## src/design/ove_pkg.sv

```systemverilog
// shared constants, types and helper functions of the octahedral vector encoder
`default_nettype none

package ove_pkg;

  // component and arithmetic widths
  localparam int COMP_W  = 16;           // input component width
  localparam int MAG_W   = COMP_W;       // magnitude of a component, most negative included
  localparam int SUM_W   = COMP_W + 1;   // l1 norm of three magnitudes
  localparam int DIV_W   = SUM_W + 1;    // divisor, twice the norm
  localparam int SNORM_W = 16;
  localparam int UNORM_W = 8;
  localparam int QUO_W   = SNORM_W - 1;  // quotient bits per lane
  localparam int NUM_W   = SUM_W + SNORM_W;

  // divider pipeline shape
  localparam int STEPS_PER_STAGE = 3;
  localparam int DIV_STAGES      = QUO_W / STEPS_PER_STAGE;

  // divider lanes
  localparam int LANES   = 4;
  localparam int LANE_NU = 0;
  localparam int LANE_NV = 1;
  localparam int LANE_TU = 2;
  localparam int LANE_TV = 3;

  // fixed tangent bytes
  localparam logic [UNORM_W-1:0] TANGENT_MID      = UNORM_W'(128);
  localparam logic [UNORM_W-1:0] TANGENT_SIGN_POS = {UNORM_W{1'b1}};
  localparam logic [UNORM_W-1:0] TANGENT_SIGN_NEG = '0;

  typedef logic [COMP_W-1:0] comp_t;
  typedef logic [MAG_W-1:0]  mag_t;
  typedef logic [SUM_W-1:0]  sum_t;

  // sideband that travels alongside the divider lanes
  typedef struct packed {
    logic su;
    logic sv;
    logic hand;
    logic zero;
  } side_t;

  // projected vector after the first front stage
  typedef struct packed {
    side_t side;
    sum_t  sum;
    sum_t  mu;
    sum_t  mv;
  } proj_t;

  // one restoring-division lane: partial remainder plus merged numerator/quotient shifter
  typedef struct packed {
    logic [DIV_W-1:0] rem;
    logic [QUO_W-1:0] nq;
  } lane_t;

  typedef struct packed {
    side_t            side;
    logic [DIV_W-1:0] dvsr;
    lane_t [LANES-1:0] lane;
  } div_t;

  // magnitude of a two's complement component
  function automatic mag_t mag_of(comp_t v);
    mag_t m;
    m = v[COMP_W-1] ? (~v + MAG_W'(1)) : v;
    return m;
  endfunction

  // load a numerator: the high bits start the remainder, the low bits shift in later
  function automatic lane_t lane_init(logic [NUM_W-1:0] n);
    lane_t l;
    l.rem = n[NUM_W-1:QUO_W];
    l.nq  = n[QUO_W-1:0];
    return l;
  endfunction

  // one restoring division step, one quotient bit
  function automatic lane_t div_step(lane_t l, logic [DIV_W-1:0] d);
    logic [DIV_W:0] r;
    logic           qbit;
    lane_t          o;
    r    = {l.rem, l.nq[QUO_W-1]};
    qbit = (r >= {1'b0, d});
    if (qbit) begin
      r = r - {1'b0, d};
    end
    o.rem = r[DIV_W-1:0];
    o.nq  = {l.nq[QUO_W-2:0], qbit};
    return o;
  endfunction

endpackage

`default_nettype wire

```

## src/design/ove_if.sv

```systemverilog
// stream interfaces for the encoder input vectors and encoded results
`default_nettype none

interface ove_in_if;
  logic                                 valid;
  logic                                 ready;
  logic signed [ove_pkg::COMP_W-1:0]    vec_x;
  logic signed [ove_pkg::COMP_W-1:0]    vec_y;
  logic signed [ove_pkg::COMP_W-1:0]    vec_z;
  logic                                 handedness;

  modport source (output valid, vec_x, vec_y, vec_z, handedness, input ready);
  modport sink   (input valid, vec_x, vec_y, vec_z, handedness, output ready);
endinterface

interface ove_out_if;
  logic                                 valid;
  logic                                 ready;
  logic signed [ove_pkg::SNORM_W-1:0]   normal_u;
  logic signed [ove_pkg::SNORM_W-1:0]   normal_v;
  logic        [ove_pkg::UNORM_W-1:0]   tangent_u;
  logic        [ove_pkg::UNORM_W-1:0]   tangent_v;
  logic        [ove_pkg::UNORM_W-1:0]   tangent_mid;
  logic        [ove_pkg::UNORM_W-1:0]   tangent_sign;
  logic                                 zero_vector;

  modport source (output valid, normal_u, normal_v, tangent_u, tangent_v, tangent_mid,
                  tangent_sign, zero_vector, input ready);
  modport sink   (input valid, normal_u, normal_v, tangent_u, tangent_v, tangent_mid,
                  tangent_sign, zero_vector, output ready);
endinterface

`default_nettype wire

```

## src/design/ove_front.sv

```systemverilog
// front stages: magnitudes, l1 norm, fold, and divider numerators
`default_nettype none

module ove_front (
  input  wire logic          clk,
  input  wire logic          rst,
  ove_in_if.sink             vec_in,
  output ove_pkg::div_t      dout,
  output logic               dout_valid,
  input  wire logic          dout_ready
);

  ove_pkg::mag_t  mx, my, mz;
  ove_pkg::sum_t  sum;
  ove_pkg::proj_t proj;
  ove_pkg::proj_t p1;
  logic           v1;
  logic           ready1;
  logic           ready2;

  logic [ove_pkg::SUM_W:0]   tu, tv;
  logic [ove_pkg::NUM_W-1:0] n_nu, n_nv, n_tu, n_tv;
  ove_pkg::div_t             d_next;

  // stage 1: sign split, norm and hemisphere fold
  always_comb begin
    mx  = ove_pkg::mag_of(vec_in.vec_x);
    my  = ove_pkg::mag_of(vec_in.vec_y);
    mz  = ove_pkg::mag_of(vec_in.vec_z);
    sum = ove_pkg::SUM_W'(mx) + ove_pkg::SUM_W'(my) + ove_pkg::SUM_W'(mz);
    proj.side.su   = vec_in.vec_x[ove_pkg::COMP_W-1];
    proj.side.sv   = vec_in.vec_y[ove_pkg::COMP_W-1];
    proj.side.hand = vec_in.handedness;
    proj.side.zero = (sum == '0);
    proj.sum       = sum;
    if (vec_in.vec_z[ove_pkg::COMP_W-1]) begin
      proj.mu = sum - ove_pkg::SUM_W'(my);
      proj.mv = sum - ove_pkg::SUM_W'(mx);
    end else begin
      proj.mu = ove_pkg::SUM_W'(mx);
      proj.mv = ove_pkg::SUM_W'(my);
    end
  end

  assign ready1       = !v1 || ready2;
  assign vec_in.ready = ready1;

  always_ff @(posedge clk) begin
    if (rst) begin
      v1 <= 1'b0;
    end else if (ready1) begin
      v1 <= vec_in.valid;
    end
  end

  always_ff @(posedge clk) begin
    if (ready1 && vec_in.valid) begin
      p1 <= proj;
    end
  end

  // stage 2: numerators mag*(2*32767)+s and 255*t+s, divisor 2s
  always_comb begin
    tu = p1.side.su ? ({1'b0, p1.sum} - {1'b0, p1.mu}) : ({1'b0, p1.sum} + {1'b0, p1.mu});
    tv = p1.side.sv ? ({1'b0, p1.sum} - {1'b0, p1.mv}) : ({1'b0, p1.sum} + {1'b0, p1.mv});
    n_nu = (ove_pkg::NUM_W'(p1.mu) << ove_pkg::SNORM_W) - (ove_pkg::NUM_W'(p1.mu) << 1)
         + ove_pkg::NUM_W'(p1.sum);
    n_nv = (ove_pkg::NUM_W'(p1.mv) << ove_pkg::SNORM_W) - (ove_pkg::NUM_W'(p1.mv) << 1)
         + ove_pkg::NUM_W'(p1.sum);
    n_tu = (ove_pkg::NUM_W'(tu) << ove_pkg::UNORM_W) - ove_pkg::NUM_W'(tu)
         + ove_pkg::NUM_W'(p1.sum);
    n_tv = (ove_pkg::NUM_W'(tv) << ove_pkg::UNORM_W) - ove_pkg::NUM_W'(tv)
         + ove_pkg::NUM_W'(p1.sum);
    d_next.side                  = p1.side;
    d_next.dvsr                  = {p1.sum, 1'b0};
    d_next.lane[ove_pkg::LANE_NU] = ove_pkg::lane_init(n_nu);
    d_next.lane[ove_pkg::LANE_NV] = ove_pkg::lane_init(n_nv);
    d_next.lane[ove_pkg::LANE_TU] = ove_pkg::lane_init(n_tu);
    d_next.lane[ove_pkg::LANE_TV] = ove_pkg::lane_init(n_tv);
  end

  assign ready2 = !dout_valid || dout_ready;

  always_ff @(posedge clk) begin
    if (rst) begin
      dout_valid <= 1'b0;
    end else if (ready2) begin
      dout_valid <= v1;
    end
  end

  always_ff @(posedge clk) begin
    if (ready2 && v1) begin
      dout <= d_next;
    end
  end

endmodule

`default_nettype wire

```

## src/design/ove_div_stage.sv

```systemverilog
// one divider pipeline stage: a few restoring steps on all four lanes
`default_nettype none

module ove_div_stage (
  input  wire logic          clk,
  input  wire logic          rst,
  input  wire ove_pkg::div_t din,
  input  wire logic          din_valid,
  output logic               din_ready,
  output ove_pkg::div_t      dout,
  output logic               dout_valid,
  input  wire logic          dout_ready
);

  ove_pkg::div_t d_next;

  // quotient bits for this stage, msb first
  always_comb begin
    d_next = din;
    for (int ln = 0; ln < ove_pkg::LANES; ln++) begin
      for (int st = 0; st < ove_pkg::STEPS_PER_STAGE; st++) begin
        d_next.lane[ln] = ove_pkg::div_step(d_next.lane[ln], din.dvsr);
      end
    end
  end

  assign din_ready = !dout_valid || dout_ready;

  always_ff @(posedge clk) begin
    if (rst) begin
      dout_valid <= 1'b0;
    end else if (din_ready) begin
      dout_valid <= din_valid;
    end
  end

  always_ff @(posedge clk) begin
    if (din_ready && din_valid) begin
      dout <= d_next;
    end
  end

endmodule

`default_nettype wire

```

## src/design/ove_pack.sv

```systemverilog
// output stage: sign application, tangent bytes and result register
`default_nettype none

module ove_pack (
  input  wire logic          clk,
  input  wire logic          rst,
  input  wire ove_pkg::div_t din,
  input  wire logic          din_valid,
  output logic               din_ready,
  ove_out_if.source          enc_out
);

  logic [ove_pkg::QUO_W-1:0]   q_nu, q_nv;
  logic [ove_pkg::SNORM_W-1:0] nu_abs, nv_abs;
  logic [ove_pkg::SNORM_W-1:0] nu_next, nv_next;
  logic [ove_pkg::UNORM_W-1:0] tu_next, tv_next, mid_next, sign_next;

  logic                        valid;
  logic [ove_pkg::SNORM_W-1:0] normal_u, normal_v;
  logic [ove_pkg::UNORM_W-1:0] tangent_u, tangent_v, tangent_mid, tangent_sign;
  logic                        zero_vector;

  // apply signs and fixed bytes, all zero for a zero vector
  always_comb begin
    q_nu   = din.lane[ove_pkg::LANE_NU].nq;
    q_nv   = din.lane[ove_pkg::LANE_NV].nq;
    nu_abs = {1'b0, q_nu};
    nv_abs = {1'b0, q_nv};
    if (din.side.zero) begin
      nu_next   = '0;
      nv_next   = '0;
      tu_next   = '0;
      tv_next   = '0;
      mid_next  = '0;
      sign_next = '0;
    end else begin
      nu_next   = din.side.su ? (~nu_abs + ove_pkg::SNORM_W'(1)) : nu_abs;
      nv_next   = din.side.sv ? (~nv_abs + ove_pkg::SNORM_W'(1)) : nv_abs;
      tu_next   = din.lane[ove_pkg::LANE_TU].nq[ove_pkg::UNORM_W-1:0];
      tv_next   = din.lane[ove_pkg::LANE_TV].nq[ove_pkg::UNORM_W-1:0];
      mid_next  = ove_pkg::TANGENT_MID;
      sign_next = din.side.hand ? ove_pkg::TANGENT_SIGN_POS : ove_pkg::TANGENT_SIGN_NEG;
    end
  end

  assign din_ready = !valid || enc_out.ready;

  always_ff @(posedge clk) begin
    if (rst) begin
      valid <= 1'b0;
    end else if (din_ready) begin
      valid <= din_valid;
    end
  end

  always_ff @(posedge clk) begin
    if (din_ready && din_valid) begin
      normal_u     <= nu_next;
      normal_v     <= nv_next;
      tangent_u    <= tu_next;
      tangent_v    <= tv_next;
      tangent_mid  <= mid_next;
      tangent_sign <= sign_next;
      zero_vector  <= din.side.zero;
    end
  end

  assign enc_out.valid        = valid;
  assign enc_out.normal_u     = normal_u;
  assign enc_out.normal_v     = normal_v;
  assign enc_out.tangent_u    = tangent_u;
  assign enc_out.tangent_v    = tangent_v;
  assign enc_out.tangent_mid  = tangent_mid;
  assign enc_out.tangent_sign = tangent_sign;
  assign enc_out.zero_vector  = zero_vector;

endmodule

`default_nettype wire

```

## src/design/octahedral_vector_encoder_top.sv

```systemverilog
// top level of the octahedral vector encoder pipeline
//
// vec_in takes one signed 3-component vector plus a handedness bit per
// transaction (valid/ready). enc_out returns one result per transaction: an
// snorm16 octahedral pair, a tangent quad of unorm8 bytes and a zero-vector
// flag, exactly rounded, halves away from zero.
// An accepted input passes through two front stages (norm and fold, then numerator
// forming), five divider stages of three restoring steps each over 15 quotient bits,
// and the output register before it appears as a valid result.
// Throughput is one transaction per cycle while enc_out does not stall; every stage
// holds one item and carries its own valid bit.
// A stall on enc_out holds the output register; each stage takes new data
// when it is empty or its successor moves, so bubbles are squeezed out and
// vec_in keeps accepting until all eight stages are full.
// rst (synchronous) clears all valid bits; the data registers are not reset, and
// there is no warm-up period after reset.
`default_nettype none

module octahedral_vector_encoder_top (
  input  wire logic  clk,
  input  wire logic  rst,
  ove_in_if.sink     vec_in,
  ove_out_if.source  enc_out
);

  ove_pkg::div_t stage_data  [ove_pkg::DIV_STAGES+1];
  logic          stage_valid [ove_pkg::DIV_STAGES+1];
  logic          stage_ready [ove_pkg::DIV_STAGES+1];

  ove_front u_front (
    .clk        (clk),
    .rst        (rst),
    .vec_in     (vec_in),
    .dout       (stage_data[0]),
    .dout_valid (stage_valid[0]),
    .dout_ready (stage_ready[0])
  );

  // divider pipeline
  for (genvar g = 0; g < ove_pkg::DIV_STAGES; g++) begin : g_div
    ove_div_stage u_stage (
      .clk        (clk),
      .rst        (rst),
      .din        (stage_data[g]),
      .din_valid  (stage_valid[g]),
      .din_ready  (stage_ready[g]),
      .dout       (stage_data[g+1]),
      .dout_valid (stage_valid[g+1]),
      .dout_ready (stage_ready[g+1])
    );
  end

  ove_pack u_pack (
    .clk       (clk),
    .rst       (rst),
    .din       (stage_data[ove_pkg::DIV_STAGES]),
    .din_valid (stage_valid[ove_pkg::DIV_STAGES]),
    .din_ready (stage_ready[ove_pkg::DIV_STAGES]),
    .enc_out   (enc_out)
  );

  // zero vector gives an all-zero result
  a_zero_clear: assert property (@(posedge clk) disable iff (rst)
    (enc_out.valid && enc_out.zero_vector) |->
      (enc_out.normal_u == '0 && enc_out.normal_v == '0 && enc_out.tangent_u == '0 &&
       enc_out.tangent_v == '0 && enc_out.tangent_mid == '0 && enc_out.tangent_sign == '0))
    else $error("zero vector result not cleared");

  // snorm never reaches the most negative code
  a_snorm_range: assert property (@(posedge clk) disable iff (rst)
    enc_out.valid |->
      (enc_out.normal_u != {1'b1, {(ove_pkg::SNORM_W-1){1'b0}}} &&
       enc_out.normal_v != {1'b1, {(ove_pkg::SNORM_W-1){1'b0}}}))
    else $error("snorm result out of range");

  // snorm sign and unorm half must agree
  a_sign_agree: assert property (@(posedge clk) disable iff (rst)
    (enc_out.valid && !enc_out.zero_vector) |->
      ((enc_out.normal_u[ove_pkg::SNORM_W-1] == !enc_out.tangent_u[ove_pkg::UNORM_W-1] ||
        enc_out.normal_u == '0) &&
       (enc_out.normal_v[ove_pkg::SNORM_W-1] == !enc_out.tangent_v[ove_pkg::UNORM_W-1] ||
        enc_out.normal_v == '0)))
    else $error("snorm and unorm results disagree in sign");

  // fixed tangent bytes on a nonzero vector
  a_fixed_bytes: assert property (@(posedge clk) disable iff (rst)
    (enc_out.valid && !enc_out.zero_vector) |->
      (enc_out.tangent_mid == ove_pkg::TANGENT_MID &&
       (enc_out.tangent_sign == ove_pkg::TANGENT_SIGN_POS ||
        enc_out.tangent_sign == ove_pkg::TANGENT_SIGN_NEG)))
    else $error("tangent fixed bytes wrong");

endmodule

`default_nettype wire

```

## src/flat_wrapper.sv

```systemverilog
// flat-port wrapper written by rule: the top's interface ports become plain ports
module octahedral_vector_encoder_top_flat 
  (clk, rst, vec_in_valid, vec_in_vec_x, vec_in_vec_y, vec_in_vec_z, vec_in_handedness, vec_in_ready, enc_out_valid, enc_out_normal_u, enc_out_normal_v, enc_out_tangent_u, enc_out_tangent_v, enc_out_tangent_mid, enc_out_tangent_sign, enc_out_zero_vector, enc_out_ready);
  ove_in_if vec_in_i ();
  ove_out_if enc_out_i ();
  input  wire logic clk;
  input  wire logic rst;
  input wire logic [$bits(vec_in_i.valid)-1:0] vec_in_valid;
  input wire logic [$bits(vec_in_i.vec_x)-1:0] vec_in_vec_x;
  input wire logic [$bits(vec_in_i.vec_y)-1:0] vec_in_vec_y;
  input wire logic [$bits(vec_in_i.vec_z)-1:0] vec_in_vec_z;
  input wire logic [$bits(vec_in_i.handedness)-1:0] vec_in_handedness;
  output wire logic [$bits(vec_in_i.ready)-1:0] vec_in_ready;
  output wire logic [$bits(enc_out_i.valid)-1:0] enc_out_valid;
  output wire logic [$bits(enc_out_i.normal_u)-1:0] enc_out_normal_u;
  output wire logic [$bits(enc_out_i.normal_v)-1:0] enc_out_normal_v;
  output wire logic [$bits(enc_out_i.tangent_u)-1:0] enc_out_tangent_u;
  output wire logic [$bits(enc_out_i.tangent_v)-1:0] enc_out_tangent_v;
  output wire logic [$bits(enc_out_i.tangent_mid)-1:0] enc_out_tangent_mid;
  output wire logic [$bits(enc_out_i.tangent_sign)-1:0] enc_out_tangent_sign;
  output wire logic [$bits(enc_out_i.zero_vector)-1:0] enc_out_zero_vector;
  input wire logic [$bits(enc_out_i.ready)-1:0] enc_out_ready;
  assign vec_in_i.valid = vec_in_valid;
  assign vec_in_i.vec_x = vec_in_vec_x;
  assign vec_in_i.vec_y = vec_in_vec_y;
  assign vec_in_i.vec_z = vec_in_vec_z;
  assign vec_in_i.handedness = vec_in_handedness;
  assign vec_in_ready = vec_in_i.ready;
  assign enc_out_valid = enc_out_i.valid;
  assign enc_out_normal_u = enc_out_i.normal_u;
  assign enc_out_normal_v = enc_out_i.normal_v;
  assign enc_out_tangent_u = enc_out_i.tangent_u;
  assign enc_out_tangent_v = enc_out_i.tangent_v;
  assign enc_out_tangent_mid = enc_out_i.tangent_mid;
  assign enc_out_tangent_sign = enc_out_i.tangent_sign;
  assign enc_out_zero_vector = enc_out_i.zero_vector;
  assign enc_out_i.ready = enc_out_ready;
  octahedral_vector_encoder_top u_core (.clk(clk), .rst(rst), .vec_in(vec_in_i), .enc_out(enc_out_i));
endmodule
```

## config.mk

```make
export PLATFORM = sky130hd
export DESIGN_NAME = octahedral_vector_encoder_top_flat
export DESIGN_NICKNAME = d
export VERILOG_FILES = /design/src/design/ove_pkg.sv /design/src/design/ove_if.sv /design/src/design/ove_front.sv /design/src/design/ove_div_stage.sv /design/src/design/ove_pack.sv /design/src/design/octahedral_vector_encoder_top.sv /design/src/flat_wrapper.sv
export SDC_FILE = /design/constraint.sdc
export NUM_CORES = 2
export LEC_CHECK = 0
export ABC_CLOCK_PERIOD_IN_PS = 16400
export BUFFER_PORTS_ARGS = -buffer_cell sky130_fd_sc_hd__buf_2
export CAP_MARGIN = 0
export CORE_ASPECT_RATIO = 1.4
export CORE_MARGIN = 1
export CORE_UTILIZATION = 40
export CTS_CLUSTER_DIAMETER = 40
export DETAILED_ROUTE_END_ITERATION = 7
export GPL_TIMING_DRIVEN = 0
export PLACE_DENSITY = 0.65
export SETUP_SLACK_MARGIN = 0.15
export SLEW_MARGIN = 25
export SYNTH_ARGS = -nofsm -noshare
export SYNTH_HDL_FRONTEND = slang
export SYNTH_SLANG_ARGS = --single-unit
```

## constraint.sdc

```tcl
create_clock -name clk -period 16.4 [get_ports clk]
set_input_delay 0.82 -clock clk [delete_from_list [all_inputs] [get_ports clk]]
set_output_delay 0.82 -clock clk [all_outputs]
set_load 0.01 [all_outputs]
```

* Yosys cells after proc, flatten, opt, wreduce, memory -nomap -nowiden
Index checks and enable logic that the tools add are counted.
** Operators by class
- Reduce and logical (&&, ||, !) cells :: 27
- Bitwise logic cells :: 7
- Mux-type cells :: 66
- $add $sub $neg :: 77
- Order comparisons :: 60
** Operator list (count)
- $ge 19x18->1 :: 60
- $mux 18 :: 58
- $sub 18x18->18 :: 56
- $add 16x1->16 const B :: 5
- $add 33x17->33 :: 2
- $sub 33x18->33 :: 2
- $add 27x18->28 :: 2
- $sub 26x18->27 :: 2
- $mux 16 :: 3
- $not 16->16 :: 3
- $add 17x17->18 :: 2
- $sub 17x17->18 :: 2
- $sub 17x16->17 :: 2
- $mux 33 :: 1
- $not 15->16 :: 2
- $mux 15 :: 2
- $add 16x16->17 :: 1
- $add 17x16->17 :: 1
- $logic_not 17->1 :: 1
- $mux 8 :: 2
- $logic_and 1x1->1 :: 8
- $logic_not 1->1 :: 8
- $logic_or 1x1->1 :: 8
- $reduce_or 2->1 :: 2
- $not 1->1 :: 2
** Word-level totals
- Word-level logic and storage cells :: 336
- Output and inout bits :: 67
- Flip-flop bits (word level) :: 933

* Longest topological paths before layout
- Depth in word-level cells :: 10
- Depth in mapped cells :: 41
- Mapped depth without buffers :: 39

* Modules after synthesis
A second synthesis with hierarchy kept.
** Unflattened totals
- Cell total of the unflattened synthesis :: 11680
- Area, all modules :: 108097.4 µm²
** Modules (own cells, without submodules)
- ove_div_stage (u_core.g_div[1].u_stage ...) :: times used 3, area an instance 17236.5 µm², cells an instance 1884, seq. area each 4644.5 µm²
- ove_front :: times used 1, area an instance 19319.8 µm², cells an instance 2071, seq. area each 5925.7 µm²
- ove_div_stage (u_core.g_div[2].u_stage) :: times used 1, area an instance 17316.6 µm², cells an instance 1884, seq. area each 4644.5 µm²
- ove_div_stage (u_core.g_div[0].u_stage) :: times used 1, area an instance 17122.7 µm², cells an instance 1860, seq. area each 4644.5 µm²
- ove_pack :: times used 1, area an instance 2628.8 µm², cells an instance 213, seq. area each 1551.5 µm²

* Worst setup path before layout
OpenSTA, ideal clock, no wires.
- Kind :: input -> register
- From :: in enc_out_ready
- To :: reg u_core.g_div[1].u_stage.dout[0] (netlist name) (enable)
- Required time :: 15.550 ns
- Cell stages on the path :: 4
- Data arrival time :: 11.329 ns
- Path slack :: 4.221 ns
- Path through :: nor2b_1 > and2_1 > and3_1 > a21boi_0
** On the way
- Longest elaborated chain between the ends :: 6
** Ends and longest elaborated chain
- start, declared :: line flat_wrapper.sv:22 : input wire logic [$bits(enc_out_i.ready)-1:0] enc_out_ready;
- $logic_or 1x1->1 :: line ove_pack.sv:46 : assign din_ready = !valid || enc_out.ready;
- $logic_or 1x1->1 (4 in a row) :: line ove_div_stage.sv:27 : assign din_ready = !dout_valid || dout_ready;
- $logic_and 1x1->1 :: line ove_div_stage.sv:38 : if (din_ready && din_valid) begin
- end signal, assigned :: line ove_div_stage.sv:39 : dout <= d_next;
- end, declared :: line ove_div_stage.sv:10 : output ove_pkg::div_t dout,
Every way passes these cells.
A chain may end at the register's enable or synchronous reset.

==> run_results.csv <==
group,metric,value,unit
worst_setup_path,crit_type,"reg -> reg",
clocking,path_clk_slew,0.06,ns
clocking,hold_buffers,0,
sta,maxSlewViolCount,0,
final_layout,fill_cells,22700,
sta,finClkSkew,0.0579,ns
global_route,grt_pass1_vias,81000,
clocking,htreeDepth,3,
min_path,hp-class,"in -> reg",
die,die_h,578,um
clocking,cts_tree,"done",
final_layout,multi_input_area,0.0654,mm^2
logic_synthesis,ys_seq_area_share,27.2,%
worst_setup_path,end_kind,"flip-flop",
global_route,overflow,0,
clocking,cts_buffers,113,
logic_synthesis,netlist_instances,10400,
die,fp.coreArea,0.236,mm^2
logic_synthesis,ys.flop_type,"edfxtp_1",
worst_setup_path,r2r_start,"u_core.u_front.dout[134]$_DFFE_PP_",
drt,drt.antenna.violating_nets,0,
clocking,cts.repair.resized,0,
sta,finalSetupViolCount,0,
clocking,cts-root-buf,"clkbuf_16",
clocking,cts_sinks,863,
worst_setup_path,critical_path.startpoint,"u_core.u_front.dout[134]$_DFFE_PP_",
worst_setup_path,critPathArrivalTime,13.57,ns
drt,vias,80900,
placement,gp_congestion,0.970,
placement,hpwl,237000,um
run_status,run_status,"finished, final reports clean",
die,start_util,40.2,%
drt,drt-total-wl,290000,um
drt,drt-pass1-iter-count,5,
sta,timing.final.ws_setup,3.32,ns
sta,fin_setup_tns,0,ns
logic_synthesis,syn_area_per_cell,9.10,um^2
logic_synthesis,synth.distinct_cells,98,
die,num_io_pins,120,
logic_synthesis,synth_edf_count,855,
global_route,track_usage,23.5,%
global_route,antenna_found_initial,7,
sta,worstMarginPinSlew,1.17,ns
die,die_x,414,um
sta,min_period,13.08,ns
worst_setup_path,crit_path_start_kind,"flip-flop",
sta,max_slew_margin,22.2,%
drt,routedWlPerCell,20.9,um
drt,drt_drc_violations_left,0,
worst_setup_path,reg2reg_to,"u_core.g_div[0].u_stage.dout[59]$_DFFE_PP_",
logic_synthesis,synth_warnings,0,
global_route,grt_max_degree,29,
worst_setup_path,required,16.89,ns
final_layout,area_growth,9.98,%
placement,dpl_worst_slack,3.66,ns
clocking,clk_latency,0.80,ns
logic_synthesis,synth_seq_cells,863,
worst_setup_path,path_max_fanout,20,
drt,drtIter0Drc,4882,
sta,fin_crit_sh,79.8,%
worst_setup_path,cp_slowest_cell,"edfxtp_1",
sta,hold_violations,0,
worst_setup_path,rrSetupSlack,3.32,ns
worst_setup_path,reg2reg_depth,37,
flow_run,drv_cap,0,
die,num_rows,211,
final_layout,seq_area,0.0258,mm^2
die,design.die.area,0.239,mm^2
global_route,grt_pass1_wl,444000,um
logic_synthesis,syn_area,0.0949,mm^2
worst_setup_path,endpoint,"u_core.g_div[0].u_stage.dout[59]$_DFFE_PP_",
placement,placement.io_buffers,110,
sta,rsz0062_at_grt,"no",
logic_synthesis,postSynth.asyncResetShare,0,%
clocking,post_cts_buffers,0,
worst_setup_path,slowest_delay,0.96,ns
drt,post_drt_via_cell_ratio,5.82,
final_layout,layout-drive-gt1-share,8.83,%
clocking,cts_buffer_depth,3,
final_layout,fin_nets,12100,
sta,timing.fmax,76.4,MHz
worst_setup_path,critical_path.most_common_cell,"a21oi_1",
critical path: cells and delay by family, from the launching register on:
family,cells,cell delay (ns)
AOI/OAI and AO/OA,23,6.45
adders and majority gates,3,1.25
buffers and inverters,5,2.34
and+or+nand+nor,4,1.03
DFF,1,0.96
muxes,2,0.72
through the flow:
stage                     util [%]  hold slack (ns)  std cells  cell area, um^2
after CTS                     44.2            0.155      13900           104000
after detailed placement      42.6            0.405      13700           100000
final                         44.2            0.207      13900           104000
after global placement        42.1            0.402      13600            99300
after global routing          44.2            0.196      13900           104000
after floorplan                  -            0.400      10400            94900
metal layers:
layer / up-vias / track usage (%) / routed length [um]
met1: 38500 / 24.5 / 109000
met5: - / 0 / 11
met2: 2188 / 42.9 / 145000
met4: 2 / 19.1 / 26300
li1: 39400 / - / -
met3: 846 / 2.03 / 10500
logic make-up (layout without fill, tap and decap cells):
group	after synthesis	count (layout)	synth area share (%)
buf+inv	955	1318	3.94
xor+xnor	971	971	8.98
simple gates	2716	2716	14.2
compound gates	2985	2985	20.3
fa+ha+maj	1367	1367	18.7
other cells	1	10	0.00395
mux	572	572	6.67
flops	863	863	27.2
synthesized netlist by cell type, types with 107 or more instances:
cell,count,area (um^2)
ha_1,1284,16100
nor3_1,219,1100
nor2_1,719,2700
xor2_1,314,2750
mux2_2,389,4380
nand3_1,183,916
nand4_1,166,1040
xnor2_1,656,5750
o21ai_0,659,3300
edfxtp_1,855,25700
nor2b_1,190,1190
a21oi_1,831,4160
a21o_1,365,2740
inv_1,769,2890
clkbuf_1,133,499
o31ai_1,107,803
nand2_1,602,2260
nand2b_1,159,995
mux2i_1,150,1500
o21a_1,148,1110
sequential cells by signal, summed over array words and instances (netlist names):
signal,flops
u_core.u_pack.enc_out.tangent_sign,1
u_core.u_pack.enc_out.zero_vector,1
u_core.u_pack.enc_out.tangent_mid,1
u_core.u_front.dout,141
u_core.u_pack.enc_out.tangent_v,8
u_core.g_div.u_stage.dout_valid,5
u_core.u_pack.enc_out.tangent_u,8
u_core.u_front.p1,34
u_core.u_front.d_next,21
u_core.u_pack.enc_out.normal_u,16
u_core.u_pack.enc_out.normal_v,16
u_core.g_div.u_stage.dout,608
u_core.u_pack.enc_out.valid,1
u_core.u_front.v1,1
u_core.u_front.dout_valid,1
layout by cell type (no fill, tap or decap), types with 47 or more instances in the layout:
cell type,count
o21ai_0,659
nor3_1,218
o21a_1,148
a21oi_1,830
nor2b_1,187
clkbuf_16,113
ha_1,1284
clkbuf_1,140
or3_1,77
nor4_1,62
nand2b_1,159
a211oi_1,81
nand4_1,166
xor2_1,314
mux2i_1,150
edfxtp_1,855
fa_1,83
a31oi_1,97
o211ai_1,50
inv_1,745
a21boi_0,94
nand2_1,602
and2_1,47
mux2_2,389
o21bai_1,105
or2_2,56
o31ai_1,107
buf_2,117
xnor2_1,656
and3_1,85
a21o_1,365
nor2_1,718
nand3_1,183
worst min-delay path by stage:
stage,end,depth (start not counted),slack (ns),start
floorplan,u_core.g_div[0].u_stage.dout[102]$_DFFE_PP_,0,0.40,u_core.u_front.dout[99]$_DFFE_PP_
global placement,u_core.g_div[2].u_stage.dout[10]$_DFFE_PP_,0,0.40,u_core.g_div[1].u_stage.dout[7]$_DFFE_PP_
detailed placement,u_core.g_div[0].u_stage.dout[151]$_DFFE_PP_,0,0.40,u_core.u_front.dout[151]$_DFFE_PP_
CTS,u_core.u_front.d_next[151]$_DFFE_PP_,1,0.15,vec_in_handedness
global route,u_core.u_front.d_next[151]$_DFFE_PP_,1,0.20,vec_in_handedness
finish,u_core.u_front.d_next[151]$_DFFE_PP_,1,0.21,vec_in_handedness
layout make-up:
| cell class | count | area share, % |
|---|---|---|
| Clock buffer | 121 | 2.74 |
| Buffer | 177 | 0.769 |
| Multi-Input combinational cell | 8618 | 62.7 |
| Antenna cell | 3 | 0.00719 |
| Sequential cell | 863 | 24.8 |
| Inverter | 778 | 2.81 |
| Clock inverter | 91 | 1.01 |
| Timing Repair Buffer | 151 | 1.50 |
| Tap cell | 3088 | 3.70 |
Power is left out: the tool's default activity adds up to more than one toggle a clock period on the data nets, which glitch-free logic cannot reach.
